### src/hdl/jan_pkg.sv
// Shared types and constants of the joystick axis normalizer.
// Used by jan_axis, joystick_axis_normalizer and jan_check; depends on nothing.
`timescale 1ns / 1ps
`default_nettype none

package jan_pkg;

    localparam int FS_W      = 10;
    localparam int VAL_W     = 11;
    localparam int OUT_W     = 40;
    localparam int CFG_IDX_W = 3;

    typedef enum logic [CFG_IDX_W-1:0] {
        CFG_CENTER_X   = 3'd0,
        CFG_CENTER_Y   = 3'd1,
        CFG_CENTER_Z   = 3'd2,
        CFG_NOISE_THR  = 3'd3,
        CFG_FULL_SCALE = 3'd4
    } t_cfg_idx;

    typedef enum logic [4:0] {
        ST_IDLE = 5'b00001,
        ST_MUL  = 5'b00010,
        ST_DIV  = 5'b00100,
        ST_FIN  = 5'b01000,
        ST_DONE = 5'b10000
    } t_lane_state;

    typedef struct packed {
        logic start;
        logic ack;
    } t_lane_ctrl;

    typedef struct packed {
        logic idle;
        logic done;
    } t_lane_stat;

endpackage

`default_nettype wire

### src/hdl/jan_axis.sv
// One axis lane: noise gate, bit-serial multiply, restoring divide, clamp and dead zone.
// Depends on jan_pkg for the state, control and status types.
`timescale 1ns / 1ps
`default_nettype none

module jan_axis #(
    parameter int   SAMPLE_BITS = 12,
    parameter int   DEADZONE    = 3,
    parameter logic NEGATE      = 1'b0
) (
    input  wire                              i_clk,
    input  wire                              i_rst_n,
    input  jan_pkg::t_lane_ctrl              i_ctrl,
    input  wire        [SAMPLE_BITS-1:0]     i_raw,
    input  wire        [SAMPLE_BITS-1:0]     i_center,
    input  wire        [SAMPLE_BITS-1:0]     i_thresh,
    input  wire        [jan_pkg::FS_W-1:0]   i_full_scale,
    output jan_pkg::t_lane_stat              o_stat,
    output logic                             o_changed,
    output logic signed [jan_pkg::VAL_W-1:0] o_value
);

    localparam int NB    = SAMPLE_BITS + jan_pkg::FS_W;
    localparam int CNT_W = $clog2(NB);

    jan_pkg::t_lane_state r_state, n_state;
    logic [SAMPLE_BITS-1:0]   r_last, n_last;
    logic [SAMPLE_BITS-1:0]   r_mag, n_mag;
    logic                     r_neg, n_neg;
    logic [jan_pkg::FS_W-1:0] r_fs, n_fs;
    logic [NB-1:0]            r_acc, n_acc;
    logic [SAMPLE_BITS-1:0]   r_rem, n_rem;
    logic [CNT_W-1:0]         r_cnt, n_cnt;
    logic                     r_changed, n_changed;
    logic [jan_pkg::VAL_W-1:0] r_value, n_value;

    logic [SAMPLE_BITS-1:0]   w_move;
    logic [SAMPLE_BITS:0]     w_rem_sh;
    logic                     w_qbit;
    logic [jan_pkg::FS_W-1:0] w_clip;
    logic [jan_pkg::FS_W-1:0] w_mag_out;
    logic [jan_pkg::VAL_W-1:0] w_signed;

    always_comb begin
        w_move   = (i_raw >= r_last) ? (i_raw - r_last) : (r_last - i_raw);
        w_rem_sh = {r_rem, r_acc[NB-1]};
        w_qbit   = (w_rem_sh >= {1'b0, i_center});
        if (r_acc > NB'(i_full_scale)) begin
            w_clip = i_full_scale;
        end else begin
            w_clip = r_acc[jan_pkg::FS_W-1:0];
        end
        if ((i_center == '0) || (w_clip < jan_pkg::FS_W'(DEADZONE))) begin
            w_mag_out = '0;
        end else begin
            w_mag_out = w_clip;
        end
        w_signed = r_neg ? (jan_pkg::VAL_W'(0) - {1'b0, w_mag_out}) : {1'b0, w_mag_out};
    end

    always_comb begin
        n_state   = r_state;
        n_last    = r_last;
        n_mag     = r_mag;
        n_neg     = r_neg;
        n_fs      = r_fs;
        n_acc     = r_acc;
        n_rem     = r_rem;
        n_cnt     = r_cnt;
        n_changed = r_changed;
        n_value   = r_value;
        case (r_state)
            jan_pkg::ST_IDLE: begin
                if (i_ctrl.start) begin
                    if (w_move > i_thresh) begin
                        n_last    = i_raw;
                        n_changed = 1'b1;
                        n_mag     = (i_raw >= i_center) ? (i_raw - i_center)
                                                        : (i_center - i_raw);
                        n_neg     = (i_raw < i_center) ^ NEGATE;
                        n_fs      = i_full_scale;
                        n_acc     = '0;
                        n_cnt     = CNT_W'(jan_pkg::FS_W - 1);
                        n_state   = jan_pkg::ST_MUL;
                    end else begin
                        n_changed = 1'b0;
                        n_value   = '0;
                        n_state   = jan_pkg::ST_DONE;
                    end
                end
            end
            jan_pkg::ST_MUL: begin
                n_acc = {r_acc[NB-2:0], 1'b0} + (r_fs[jan_pkg::FS_W-1] ? NB'(r_mag) : '0);
                n_fs  = {r_fs[jan_pkg::FS_W-2:0], 1'b0};
                if (r_cnt == '0) begin
                    n_rem   = '0;
                    n_cnt   = CNT_W'(NB - 1);
                    n_state = jan_pkg::ST_DIV;
                end else begin
                    n_cnt = r_cnt - 1'b1;
                end
            end
            jan_pkg::ST_DIV: begin
                if (w_qbit) begin
                    n_rem = SAMPLE_BITS'(w_rem_sh - {1'b0, i_center});
                end else begin
                    n_rem = w_rem_sh[SAMPLE_BITS-1:0];
                end
                n_acc = {r_acc[NB-2:0], w_qbit};
                if (r_cnt == '0) begin
                    n_state = jan_pkg::ST_FIN;
                end else begin
                    n_cnt = r_cnt - 1'b1;
                end
            end
            jan_pkg::ST_FIN: begin
                n_value = w_signed;
                n_state = jan_pkg::ST_DONE;
            end
            jan_pkg::ST_DONE: begin
                if (i_ctrl.ack) begin
                    n_state = jan_pkg::ST_IDLE;
                end
            end
            default: begin
                n_state = jan_pkg::ST_IDLE;
            end
        endcase
    end

    always_ff @(posedge i_clk) begin
        if (!i_rst_n) begin
            r_state <= jan_pkg::ST_IDLE;
            r_last  <= '0;
        end else begin
            r_state <= n_state;
            r_last  <= n_last;
        end
    end

    always_ff @(posedge i_clk) begin
        r_mag     <= n_mag;
        r_neg     <= n_neg;
        r_fs      <= n_fs;
        r_acc     <= n_acc;
        r_rem     <= n_rem;
        r_cnt     <= n_cnt;
        r_changed <= n_changed;
        r_value   <= n_value;
    end

    assign o_stat.idle = (r_state == jan_pkg::ST_IDLE);
    assign o_stat.done = (r_state == jan_pkg::ST_DONE);
    assign o_changed   = r_changed;
    assign o_value     = r_value;

endmodule

`default_nettype wire

### src/hdl/joystick_axis_normalizer.sv
// Joystick axis normalizer: one request of three raw ADC samples gives one result with a
// changed flag and a normalized position per axis. For each axis that moves further than the
// noise threshold, its lane runs a bit-serial multiply by full_scale, one bit per cycle, then
// a restoring divide by the center, one quotient bit per cycle, then clamp and dead zone in
// its finish state; the output register is loaded once every lane is done. The three lanes
// run side by side. A lane whose axis does not move goes straight from idle to its done state.
// A new request is taken once the lanes have handed their result to the output register,
// which holds it until the downstream side takes it.
// Depends on jan_pkg and jan_axis.
`timescale 1ns / 1ps
`default_nettype none

module joystick_axis_normalizer #(
    parameter int SAMPLE_BITS = 12,
    parameter int DEADZONE    = 3,
    localparam int IN_W  = ((3 * SAMPLE_BITS + 7) / 8) * 8,
    localparam int CFG_W = (SAMPLE_BITS > jan_pkg::FS_W) ? SAMPLE_BITS : jan_pkg::FS_W
) (
    input  wire                              i_clk,
    input  wire                              i_rst_n,
    input  wire                              s_axis_tvalid,
    output logic                             s_axis_tready,
    // raw_x, raw_y, raw_z from bit 0 upward, zero padding on top.
    input  wire  [IN_W-1:0]                  s_axis_tdata,
    output logic                             m_axis_tvalid,
    input  wire                              m_axis_tready,
    // changed_x, value_x, changed_y, value_y, changed_z, value_z from bit 0 upward.
    output logic [jan_pkg::OUT_W-1:0]        m_axis_tdata,
    input  wire                              i_cfg_valid,
    output logic                             o_cfg_ready,
    input  wire  [jan_pkg::CFG_IDX_W-1:0]    i_cfg_index,
    input  wire  [CFG_W-1:0]                 i_cfg_data
);

    logic [SAMPLE_BITS-1:0]   r_center_x, r_center_y, r_center_z, r_thresh;
    logic [jan_pkg::FS_W-1:0] r_full_scale;
    logic                     r_m_valid;
    logic [jan_pkg::OUT_W-1:0] r_m_data;

    jan_pkg::t_lane_ctrl w_ctrl;
    jan_pkg::t_lane_stat w_stat_x, w_stat_y, w_stat_z;
    logic w_chg_x, w_chg_y, w_chg_z;
    logic [jan_pkg::VAL_W-1:0] w_val_x, w_val_y, w_val_z;
    logic w_load;

    assign o_cfg_ready   = 1'b1;
    assign s_axis_tready = w_stat_x.idle & w_stat_y.idle & w_stat_z.idle;
    assign w_load        = w_stat_x.done & w_stat_y.done & w_stat_z.done
                           & (!r_m_valid | m_axis_tready);
    assign w_ctrl.start  = s_axis_tvalid & s_axis_tready;
    assign w_ctrl.ack    = w_load;

    always_ff @(posedge i_clk) begin
        if (!i_rst_n) begin
            r_center_x   <= SAMPLE_BITS'(2048);
            r_center_y   <= SAMPLE_BITS'(2048);
            r_center_z   <= SAMPLE_BITS'(2048);
            r_thresh     <= SAMPLE_BITS'(8);
            r_full_scale <= jan_pkg::FS_W'(100);
        end else if (i_cfg_valid) begin
            case (i_cfg_index)
                jan_pkg::CFG_CENTER_X:   r_center_x   <= i_cfg_data[SAMPLE_BITS-1:0];
                jan_pkg::CFG_CENTER_Y:   r_center_y   <= i_cfg_data[SAMPLE_BITS-1:0];
                jan_pkg::CFG_CENTER_Z:   r_center_z   <= i_cfg_data[SAMPLE_BITS-1:0];
                jan_pkg::CFG_NOISE_THR:  r_thresh     <= i_cfg_data[SAMPLE_BITS-1:0];
                jan_pkg::CFG_FULL_SCALE: r_full_scale <= i_cfg_data[jan_pkg::FS_W-1:0];
                default: begin
                end
            endcase
        end
    end

    jan_axis #(.SAMPLE_BITS(SAMPLE_BITS), .DEADZONE(DEADZONE), .NEGATE(1'b1)) u_axis_x (
        .i_clk        (i_clk),
        .i_rst_n      (i_rst_n),
        .i_ctrl       (w_ctrl),
        .i_raw        (s_axis_tdata[SAMPLE_BITS-1:0]),
        .i_center     (r_center_x),
        .i_thresh     (r_thresh),
        .i_full_scale (r_full_scale),
        .o_stat       (w_stat_x),
        .o_changed    (w_chg_x),
        .o_value      (w_val_x)
    );

    jan_axis #(.SAMPLE_BITS(SAMPLE_BITS), .DEADZONE(DEADZONE), .NEGATE(1'b1)) u_axis_y (
        .i_clk        (i_clk),
        .i_rst_n      (i_rst_n),
        .i_ctrl       (w_ctrl),
        .i_raw        (s_axis_tdata[2*SAMPLE_BITS-1:SAMPLE_BITS]),
        .i_center     (r_center_y),
        .i_thresh     (r_thresh),
        .i_full_scale (r_full_scale),
        .o_stat       (w_stat_y),
        .o_changed    (w_chg_y),
        .o_value      (w_val_y)
    );

    jan_axis #(.SAMPLE_BITS(SAMPLE_BITS), .DEADZONE(DEADZONE), .NEGATE(1'b0)) u_axis_z (
        .i_clk        (i_clk),
        .i_rst_n      (i_rst_n),
        .i_ctrl       (w_ctrl),
        .i_raw        (s_axis_tdata[3*SAMPLE_BITS-1:2*SAMPLE_BITS]),
        .i_center     (r_center_z),
        .i_thresh     (r_thresh),
        .i_full_scale (r_full_scale),
        .o_stat       (w_stat_z),
        .o_changed    (w_chg_z),
        .o_value      (w_val_z)
    );

    always_ff @(posedge i_clk) begin
        if (!i_rst_n) begin
            r_m_valid <= 1'b0;
        end else if (w_load) begin
            r_m_valid <= 1'b1;
        end else if (m_axis_tready) begin
            r_m_valid <= 1'b0;
        end
    end

    always_ff @(posedge i_clk) begin
        if (w_load) begin
            r_m_data <= {4'b0000, w_val_z, w_chg_z, w_val_y, w_chg_y, w_val_x, w_chg_x};
        end
    end

    assign m_axis_tvalid = r_m_valid;
    assign m_axis_tdata  = r_m_data;

endmodule

`default_nettype wire

### config.mk
export PLATFORM = sky130hd
export DESIGN_NAME = joystick_axis_normalizer
export DESIGN_NICKNAME = d
export VERILOG_FILES = /design/src/hdl/jan_pkg.sv /design/src/hdl/jan_axis.sv /design/src/hdl/joystick_axis_normalizer.sv
export SDC_FILE = /design/constraint.sdc
export NUM_CORES = 1
export LEC_CHECK = 0
export BUFFER_PORTS_ARGS = -buffer_cell sky130_fd_sc_hd__buf_2
export CORE_UTILIZATION = 55
export CTS_CLUSTER_SIZE = 30
export DETAILED_ROUTE_END_ITERATION = 8
export GPL_TIMING_DRIVEN = 1
export PLACE_DENSITY = 0.68
export SKIP_CTS_REPAIR_TIMING = 1
export SLEW_MARGIN = 20
export SYNTH_ARGS = -nofsm -noshare
export SYNTH_HDL_FRONTEND = slang
export SYNTH_SLANG_ARGS = --single-unit
### constraint.sdc
create_clock -name i_clk -period 9.6 [get_ports i_clk]
set_input_delay 1.92 -clock i_clk [delete_from_list [all_inputs] [get_ports i_clk]]
set_output_delay 1.92 -clock i_clk [all_outputs]
set_load 0.02 [all_outputs]
Yosys cells after proc, flatten, opt, wreduce, memory -nomap -nowiden:

Cells that the tools add are included.

* flip-flop bits (word level): 368
* latch bits: 0
* memory bits (writable): 0
* bits in read-only memories: 0
* input bits: 60
* output and inout port bits: 43
* logic and storage cells: 274
* memories: 0

* add/subtract/negate cells: 24
* $mul: 0
* div/mod/pow operators: 0
* magnitude comparators: 21
* equality and inequality tests: 40
* shift-type cells: 0
* muxes and demuxes: 90
* bitwise operators: 9
* reduce and logical (&&, ||, !) cells: 53

Operators by type and width (number)
* $pmux 22 s3: 3
* $mux 12: 15
* $sub 12x12->12: 15
* $mux 22: 6
* $mux 5: 25
* $mux 10: 12
* $mux 11: 9
* $pmux 5 s5: 3
* $ge 12x12->1: 6
* $pmux 12 s2: 3
* $add 22x22->22: 3
* $gt 22x10->1: 3
* $pmux 11 s2: 3
* $pmux 10 s2: 3
* $pmux 5 s3: 3
* $ge 13x12->1: 3
* $gt 12x12->1: 3
* $logic_not 12->1: 3
* $lt 12x12->1: 3
* $reduce_and 3->1: 12
* $sub 1x10->11 const A: 3
* $lt 10x2->1 const B: 3
* $ne 2x1->1 const B: 15
* $reduce_and 4->1: 6
* other kinds (21): 74

Logic depth before layout (Yosys ltp):

Gate-level depths: netlist of run 1.

* depth after elaboration: 8
* depth in mapped cells: 25
* gate-level depth less buffers: 22

Hierarchy:

Synthesis of run 1 repeated with hierarchy kept, for this count alone.

* cell total of the unflattened synthesis: 3040
* area total of the unflattened synthesis: 27996.9 um^2

By module, submodules not included
* jan_axis (u_axis_z): times used 1, cells an instance 939, area an instance 8232.9 um^2, sequential area each 2562.5 um^2
* jan_axis (u_axis_y): times used 1, cells an instance 918, area an instance 8217.9 um^2, sequential area each 2562.5 um^2
* jan_axis (u_axis_x): times used 1, cells an instance 921, area an instance 8167.8 um^2, sequential area each 2562.5 um^2
* joystick_axis_normalizer: times used 1, cells an instance 262, area an instance 3378.2 um^2, sequential area each 2262.2 um^2

Worst setup path before layout of run 1:

Ideal clock, no wire load.

* path kind: input port to flip-flop
* from: in s_axis_tdata[12]
* to: reg u_axis_y.r_cnt[0], enable pin
* library setup time: 0.375 ns
* arrival: 6.929 ns
* data required time: 9.225 ns
* setup slack: 2.296 ns
* cell stages on the path: 21
* buffers on the path: 1
* path through: inv_1 ha_1 inv_1 fa_1 a21o_1 nand4_1 a31oi_1 o21bai_1 a211oi_1 o21ai_1 buf_2 o21a_1 xor2_1 ha_1 nand4_1 or2_2 o21ai_0 o22a_1 nand2_1 a21oi_1 a21boi_0

* word-level cells in the longest chain between the ends: 5

RTL lines
* start: declaration: RTL line joystick_axis_normalizer.sv:24 `input wire [IN_W-1:0] s_axis_tdata,`
* $sub 12x12->12 / $ge 12x12->1 (equally long branches): RTL line jan_axis.sv:45 `w_move = (i_raw >= r_last) ? (i_raw - r_last) : (r_last - i_raw);`
* $mux 12 *: RTL line jan_axis.sv:45
* $gt 12x12->1 *: RTL line jan_axis.sv:75 `if (w_move > i_thresh) begin`
* $ne 2x1->1 (no source line) *
* $reduce_and 4->1 (no source line) *
* end signal: assignment: RTL line jan_axis.sv:147 `r_cnt <= n_cnt;`
* end: declaration: RTL line jan_axis.sv:33 `logic [CNT_W-1:0] r_cnt, n_cnt;`

Every way passes the cells marked *; elsewhere a longest branch is shown, timed or not.
A chain may end at the register's enable or synchronous reset.

Worst setup path in the final report of run 1:

Ends and elaborated chain as after synthesis.

==> results.json, run 1 <==
{
  "multi_input_comb_area_um2": 15900,
  "worst_tran_pin_value_ns": 1.07,
  "antenna_violations_before_repair": 2,
  "routedWlPerCell_um": 19.4,
  "postRouteAntennaNets": 0,
  "cts_sinks": 368,
  "synth.top_cell.area_share_pct": 28.4,
  "synth_top_cells_by_count": "324 x nand2_1, 279 x ha_1, 258 x edfxtp_1",
  "rows": 81,
  "sequential_area_um2": 9950,
  "fmax_mhz": 134,
  "worst_min_delay_path_class": "reg2reg",
  "floorplan.die_area_um2": 50400,
  "totalWireLength_mm": 72.8,
  "slew_violations": 0,
  "ys_seq_area_share_pct": 36.5,
  "maxCapViolations": 0,
  "cts_root_buf": "clkbuf_16",
  "die-width_um": 225,
  "num-fill-cells": 4270,
  "cts-buffers-inserted": 42,
  "layout_worst_path_cycle_share_pct": 77.6,
  "hold-worst-slack_ns": 0.412,
  "critical_path.slowest_cell": "o22a_1",
  "detailedPlacementHpwl_mm": 55.2,
  "cts.reportedPaths.clkPinSlew_ns": 0.07,
  "globalRouteTotalUtil_pct": 28.7,
  "outcome": "finished, final reports clean",
  "synth-async-reset-ratio_pct": 0,
  "worst_ir_drop_vdd_uv": 213,
  "first_global_vias": 21200,
  "cellPowerDensity_nw_per_um2": 280,
  "crit_path_max_fanout": 23,
  "port_buffers": 93,
  "critPathRequiredTime_ns": 9.80,
  "yosys_most_used_dff": "edfxtp_1",
  "timing.critical_path.from_type": "input pin",
  "via_per_inst": 6.00,
  "total_via_count_in_the_routed_design": 22500,
  "grt-ovfl-total": 0,
  "postLayoutCoreUtil_pct": 60.7,
  "floorplan.initialDensity_pct": 55.8,
  "grt_pass1_wl_mm": 114,
  "final_clock_skew_ns": 0.0199,
  "drt_first_pass_iters": 5,
  "synth.lib_cells_used.distinct": 96,
  "critical_path_arrival_ns": 7.65,
  "critical_path_class": "in2reg",
  "mappedNetlistArea_um2": 27200,
  "ys_ff_latch": 368,
  "yosysMostFrequentCell": "nand2_1",
  "critical_path.startpoint": "s_axis_tdata[12]",
  "cell_leakage_power_nw": 11.8,
  "floorplan.io_pins": 103,
  "post-route-drc-count": 0,
  "timing.slew.headroom_pct": 28.4,
  "yosys_warnings": 0,
  "netlist_instances": 3023,
  "fin_setup_tns_ns": 0,
  "timing.rr.end": "u_axis_y.r_cnt[0]",
  "r2r_slack_ns": 3.40,
  "largest_net_degree_at_the_start_of_global_routing": 67,
  "yosys.area.top_type": "edfxtp_1",
  "gp_congestion": 0.926,
  "nNetsFinal": 3410,
  "grt_setup_unrepaired": "no",
  "regToRegStartpoint": "u_axis_y.r_last[0]",
  "syn_area_per_cell_um2": 9.01,
  "core-area_um2": 48800,
  "critical-path-top-delay-family": "compound AO/OA/AOI/OAI gates",
  "chain_of_cells_forming_the_critical_path": "buf_2, inv_1, ha_1, inv_1, fa_1, a21o_1, nand4_1, a31oi_1, o21bai_1, a211oi_1, o21ai_2, a211oi_1, a21oi_1, xor2_1, ha_1, nand4_1, or2_2, o21ai_0, o22a_1, nand2_1, a21oi_2, buf_4, a21boi_0",
  "setup_viol": 0,
  "clock_latency_ns": 0.58,
  "yosys-top-cells-area": "edfxtp_1 28%, ha_1 13%, dfxtp_1 8.1%",
  "synth_edf_count": 258,
  "finalWorstPathRequiredPeriod_ns": 7.45,
  "worst_r2r_path_depth": 21,
  "final-hold-violation-count": 0,
  "layout_cells_sized_above_1_pct": 7.77,
  "tritoncts_clock_tree": "done",
  "layout-area-overhead-vs-synth_pct": 8.84,
  "path_depth": 23,
  "worst_setup_path_endpoint": "u_axis_y.r_cnt[0]",
  "die_height_um": 225,
  "crit_buf_inv": 4,
  "clk_path_buf_depth": 3,
  "htree_levels": 2,
  "critical-path-max-stage-delay_ns": 0.72,
  "detail_route.iter0.violations": 1749,
  "setup.worst_path.end_class": "flop"
}
[metal layers]
| layer | share of wire, % | global-route usage, % | vias to the layer above | wire length, um |
|---|---|---|---|---|
| met1 | 45 | 39.3 | 10600 | 32500 |
| met3 | 6.5 | 4.08 | 143 | 4750 |
| met5 | 0.018 | 0 | - | 13 |
| met4 | 3.6 | 10.8 | 2 | 2640 |
| li1 | - | - | 10900 | - |
| met2 | 45 | 46.0 | 771 | 32900 |
[worst min path at each step]
| stage | start | end | slack, ns | depth (start not counted) |
|---|---|---|---|---|
| after floorplan | u_axis_x.o_changed | m_axis_tdata[0] | 0.40 | 0 |
| after global placement | u_axis_z.o_value[10] | m_axis_tdata[35] | 0.41 | 0 |
| after detailed placement | u_axis_y.o_value[3] | m_axis_tdata[16] | 0.40 | 0 |
| after CTS | u_axis_y.o_value[5] | m_axis_tdata[18] | 0.42 | 0 |
| after global routing | u_axis_x.o_value[2] | m_axis_tdata[3] | 0.42 | 0 |
| final | u_axis_y.o_value[5] | m_axis_tdata[18] | 0.41 | 0 |
[final cells by class]
cell class,count,area share [%]
antenna,1,0.00844
clock buffer,50,3.82
clock inverter,28,1.24
inverter,207,2.62
multi-input combinational,2318,53.8
sequential,368,33.6
tap,664,2.80
timing repair buffer,116,2.16
[cell families after synthesis]
kind of cell | Yosys count | synth area share [%]
XOR/XNOR | 129 | 4.15
buffers and inverters | 340 | 5.11
other | 2 | 0.0276
AND/OR/NAND/NOR | 961 | 17.1
multiplexers | 89 | 3.41
flip-flops | 368 | 36.5
adder cells (fa/ha/maj) | 297 | 14.1
AO/OA/AOI/OAI | 837 | 19.6
[metrics by stage]
step / setup WS [ns] / cells / total power [mW] / cell area [um2]
floorplan: 2.30 / 3026 / 5.50 / 27300
global placement: 1.47 / 3672 / 6.38 / 28100
detailed placement: 1.60 / 3672 / 6.53 / 28100
CTS: 2.16 / 3750 / 8.30 / 29600
global route: 1.74 / 3752 / 8.88 / 29600
finish: 2.15 / 3752 / 8.30 / 29600
[registers in the layout, indices dropped and copies added (netlist names), 12 cells and up]
name and cells:
u_axis_x.r_acc 22, u_axis_z.r_last 12, u_axis_z.r_acc 22, u_axis_z.r_mag 12
u_axis_x.r_last 12, r_center_y 12, u_axis_y.r_acc 22, u_axis_y.r_rem 12
r_center_z 12, u_axis_x.r_rem 12, u_axis_y.r_mag 12, u_axis_x.r_mag 12
u_axis_z.r_rem 12, u_axis_y.r_last 12, m_axis_tdata 36, r_thresh 12
r_center_x 12
[cell usage in the layout (no fill, tap or decap), drive strengths merged, types with 8 or more instances in the layout]
master and n:
or2 17, nor4 27, a31oi 32, xor2 45, nand3b 13, and2 63
nor2b 65, nand2 325, nand3 72, or3 15, o211ai 18, nor3 58
nor2 182, and3 32, nand2b 31, a211oi 30, inv 210, nand4 37
clkbuf 50, buf 116, a21oi 221, xnor2 84, nor3b 8, o22ai 8
o21a 19, mux2i 77, fa 18, clkinv 13, o21ai 221, ha 279
mux2 12, a21o 97, o31ai 27, edfxtp 258, o21bai 17, dfxtp 110
a21boi 59
[report_power, final]
part	switching, mW	internal [mW]
combinational	2.25	1.46
sequential	0.442	2.40
clock	0.697	1.04
total	3.39	4.91
(Power assumes the default switching activity.)
==> run 2, diff against run 1 <==
- ABC_AREA: not set -> 1
- PLACE_DENSITY: 0.68 -> 0.71
- clock period: 9.6 -> 6.58 ns (I/O delays scaled with it)
==> results.json, run 2 <==
{
  "fmax_mhz": 179,
  "die_height_um": 223,
  "synth.lib_cells_used.distinct": 68,
  "layout_cells_sized_above_1_pct": 8.15,
  "worst_tran_pin_value_ns": 1.04,
  "layout_common_cells": "620 x nand2_1, 483 x inv_1, 352 x a21oi_1",
  "clk_path_buf_depth": 3,
  "first_global_vias": 22200,
  "grt_pass1_wl_mm": 114,
  "grt_setup_unrepaired": "no",
  "drt_first_pass_iters": 8,
  "rows": 80,
  "final_clock_skew_ns": 0.0214,
  "maxCapViolations": 0,
  "antenna_violations_before_repair": 9,
  "floorplan.initialDensity_pct": 56.0,
  "gp_congestion": 0.949,
  "setup_viol": 0,
  "ys_ff_latch": 368,
  "tritoncts_clock_tree": "done",
  "syn_area_per_cell_um2": 7.97,
  "synth_top_cells_by_count": "620 x nand2_1, 483 x inv_1, 353 x a21oi_1",
  "slew_violations": 0,
  "die-width_um": 223,
  "mappedNetlistArea_um2": 26800,
  "mostFrequentLayoutCell": "nand2_1",
  "globalRouteTotalUtil_pct": 28.9,
  "layout_worst_path_cycle_share_pct": 84.8,
  "final-hold-violation-count": 0,
  "postLayoutCoreUtil_pct": 61.3,
  "layout-area-overhead-vs-synth_pct": 9.49,
  "nNetsFinal": 3797,
  "netlist_instances": 3358,
  "timing.slew.headroom_pct": 30.5,
  "largest_net_degree_at_the_start_of_global_routing": 59,
  "critical_path_class": "in2reg",
  "crit_path_max_fanout": 8,
  "floorplan.die_area_um2": 49600,
  "critical_path_arrival_ns": 5.80,
  "synth-async-reset-ratio_pct": 0,
  "setup.worst_path.end_class": "flop",
  "totalWireLength_mm": 71.5,
  "synth_edf_count": 258,
  "largest_reg_flops": 36,
  "worst_ir_drop_vdd_uv": 215,
  "detail_route.iter0.violations": 2120,
  "htree_levels": 2,
  "ys_seq_area_share_pct": 37.2,
  "fin_setup_tns_ns": 0,
  "cts.reportedPaths.clkPinSlew_ns": 0.06,
  "core-area_um2": 47800,
  "yosys.area.top_type": "edfxtp_1",
  "timing.critical_path.from_type": "input pin",
  "yosys_warnings": 0,
  "cts-buffers-inserted": 42,
  "cell_leakage_power_nw": 13.0,
  "routedWlPerCell_um": 17.5,
  "floorplan.io_pins": 103,
  "cts_sinks": 368,
  "cts_root_buf": "clkbuf_16",
  "finalWorstPathRequiredPeriod_ns": 5.58,
  "via_per_inst": 5.68,
  "clock_latency_ns": 0.58,
  "outcome": "finished, final reports clean",
  "post-route-drc-count": 0,
  "postRouteAntennaNets": 0,
  "synth.top_cell.area_share_pct": 28.9,
  "total_via_count_in_the_routed_design": 23300,
  "worst_min_delay_path_class": "reg2reg",
  "cellPowerDensity_nw_per_um2": 389,
  "detailedPlacementHpwl_mm": 55.0,
  "yosysMostFrequentCell": "nand2_1",
  "port_buffers": 93,
  "yosys_most_used_dff": "edfxtp_1",
  "yosys-top-cells-area": "edfxtp_1 29%, ha_1 13%, nand2_1 8.7%",
  "critPathRequiredTime_ns": 6.80,
  "p_total_mw": 11.4,
  "grt-ovfl-total": 0
}
run 2: cell count changes in the layout (fill, tap and decap cells not counted), moves of 41 or more:
cell / before / now
a21oi_1: 217 / 352
nand3_1: 72 / 122
a21o_1: 97 / 11
nor2_1: 182 / 255
nor2b_1: 64 / 0
mux2i_1: 76 / 12
and2_1: 61 / 4
xnor2_1: 84 / 43
o21ai_0: 217 / 267
inv_1: 207 / 483
nand2_1: 324 / 620
a21boi_0: 58 / 0
run 2: power by group:
group          internal [mW]  switching, mW
registers               3.45          0.441
clock network           1.49          0.995
logic                   1.71           3.32
total                   6.65           4.75
run 2: cells by family after synthesis:
group | count (synthesis) | synth area share (%)
flip-flops | 368 | 37.2
XOR/XNOR | 108 | 3.53
other | 2 | 0.0280
AO/OA/AOI/OAI | 822 | 17.2
AND/OR/NAND/NOR | 1158 | 18.6
buffers and inverters | 590 | 8.64
multiplexers | 13 | 0.491
adder cells (fa/ha/maj) | 297 | 14.4
run 2: layout make-up:
class,count,area [um2]
antenna,4,10.0
multi-input combinational,2403,14600
clock buffer,55,1160
timing repair buffer,120,681
clock inverter,23,298
inverter,505,1900
sequential,368,9950
tap,615,769
fill,4255,18500
run 2: metrics by stage:
step	worst slack, ns	hold WS, ns	cells	instance area (um2)
detailed placement	0.546	0.405	4011	27900
CTS	1.15	0.418	4089	29300
floorplan	0.520	0.400	3361	26800
global placement	0.585	0.402	4011	27900
finish	1.00	0.418	4093	29300
global route	0.576	0.421	4091	29300
run 2: worst paths after layout:
kind,start,end,slack [ns],depth (start not counted)
worst max-delay path,s_axis_tdata[0],u_axis_x.r_cnt[4],1.0,23
worst min register to register,u_axis_z.o_value[4],m_axis_tdata[29],0.42,0
worst max register to register,u_axis_x.r_last[0],u_axis_x.r_cnt[4],1.69,21
worst min-delay path,u_axis_z.o_value[4],m_axis_tdata[29],0.42,0
run 2: metal layers:
metal	part of all wire [%]	up-vias	global-route usage, %
met3	6.4	141	4.51
li1	-	11500	-
met2	45	755	47.0
met5	0.073	-	0
met4	3.2	8	10.0
met1	45	10800	38.9
run 2: worst max-delay path, stage by stage:
cell and delay, ns:
buf_2 0.13, inv_1 0.14, ha_1 0.20, inv_1 0.09
fa_1 0.42, a21oi_1 0.18, inv_1 0.08, nand3_1 0.07
nand3_1 0.30, buf_4 0.30, a211oi_1 0.19, o32ai_1 0.12
xnor2_1 0.24, inv_1 0.07, ha_1 0.31, nand4_1 0.11
nor3_1 0.23, nand2_1 0.08, o211ai_1 0.10, nand2_1 0.28
nor2_2 0.19, inv_1 0.16, a22oi_1 0.47
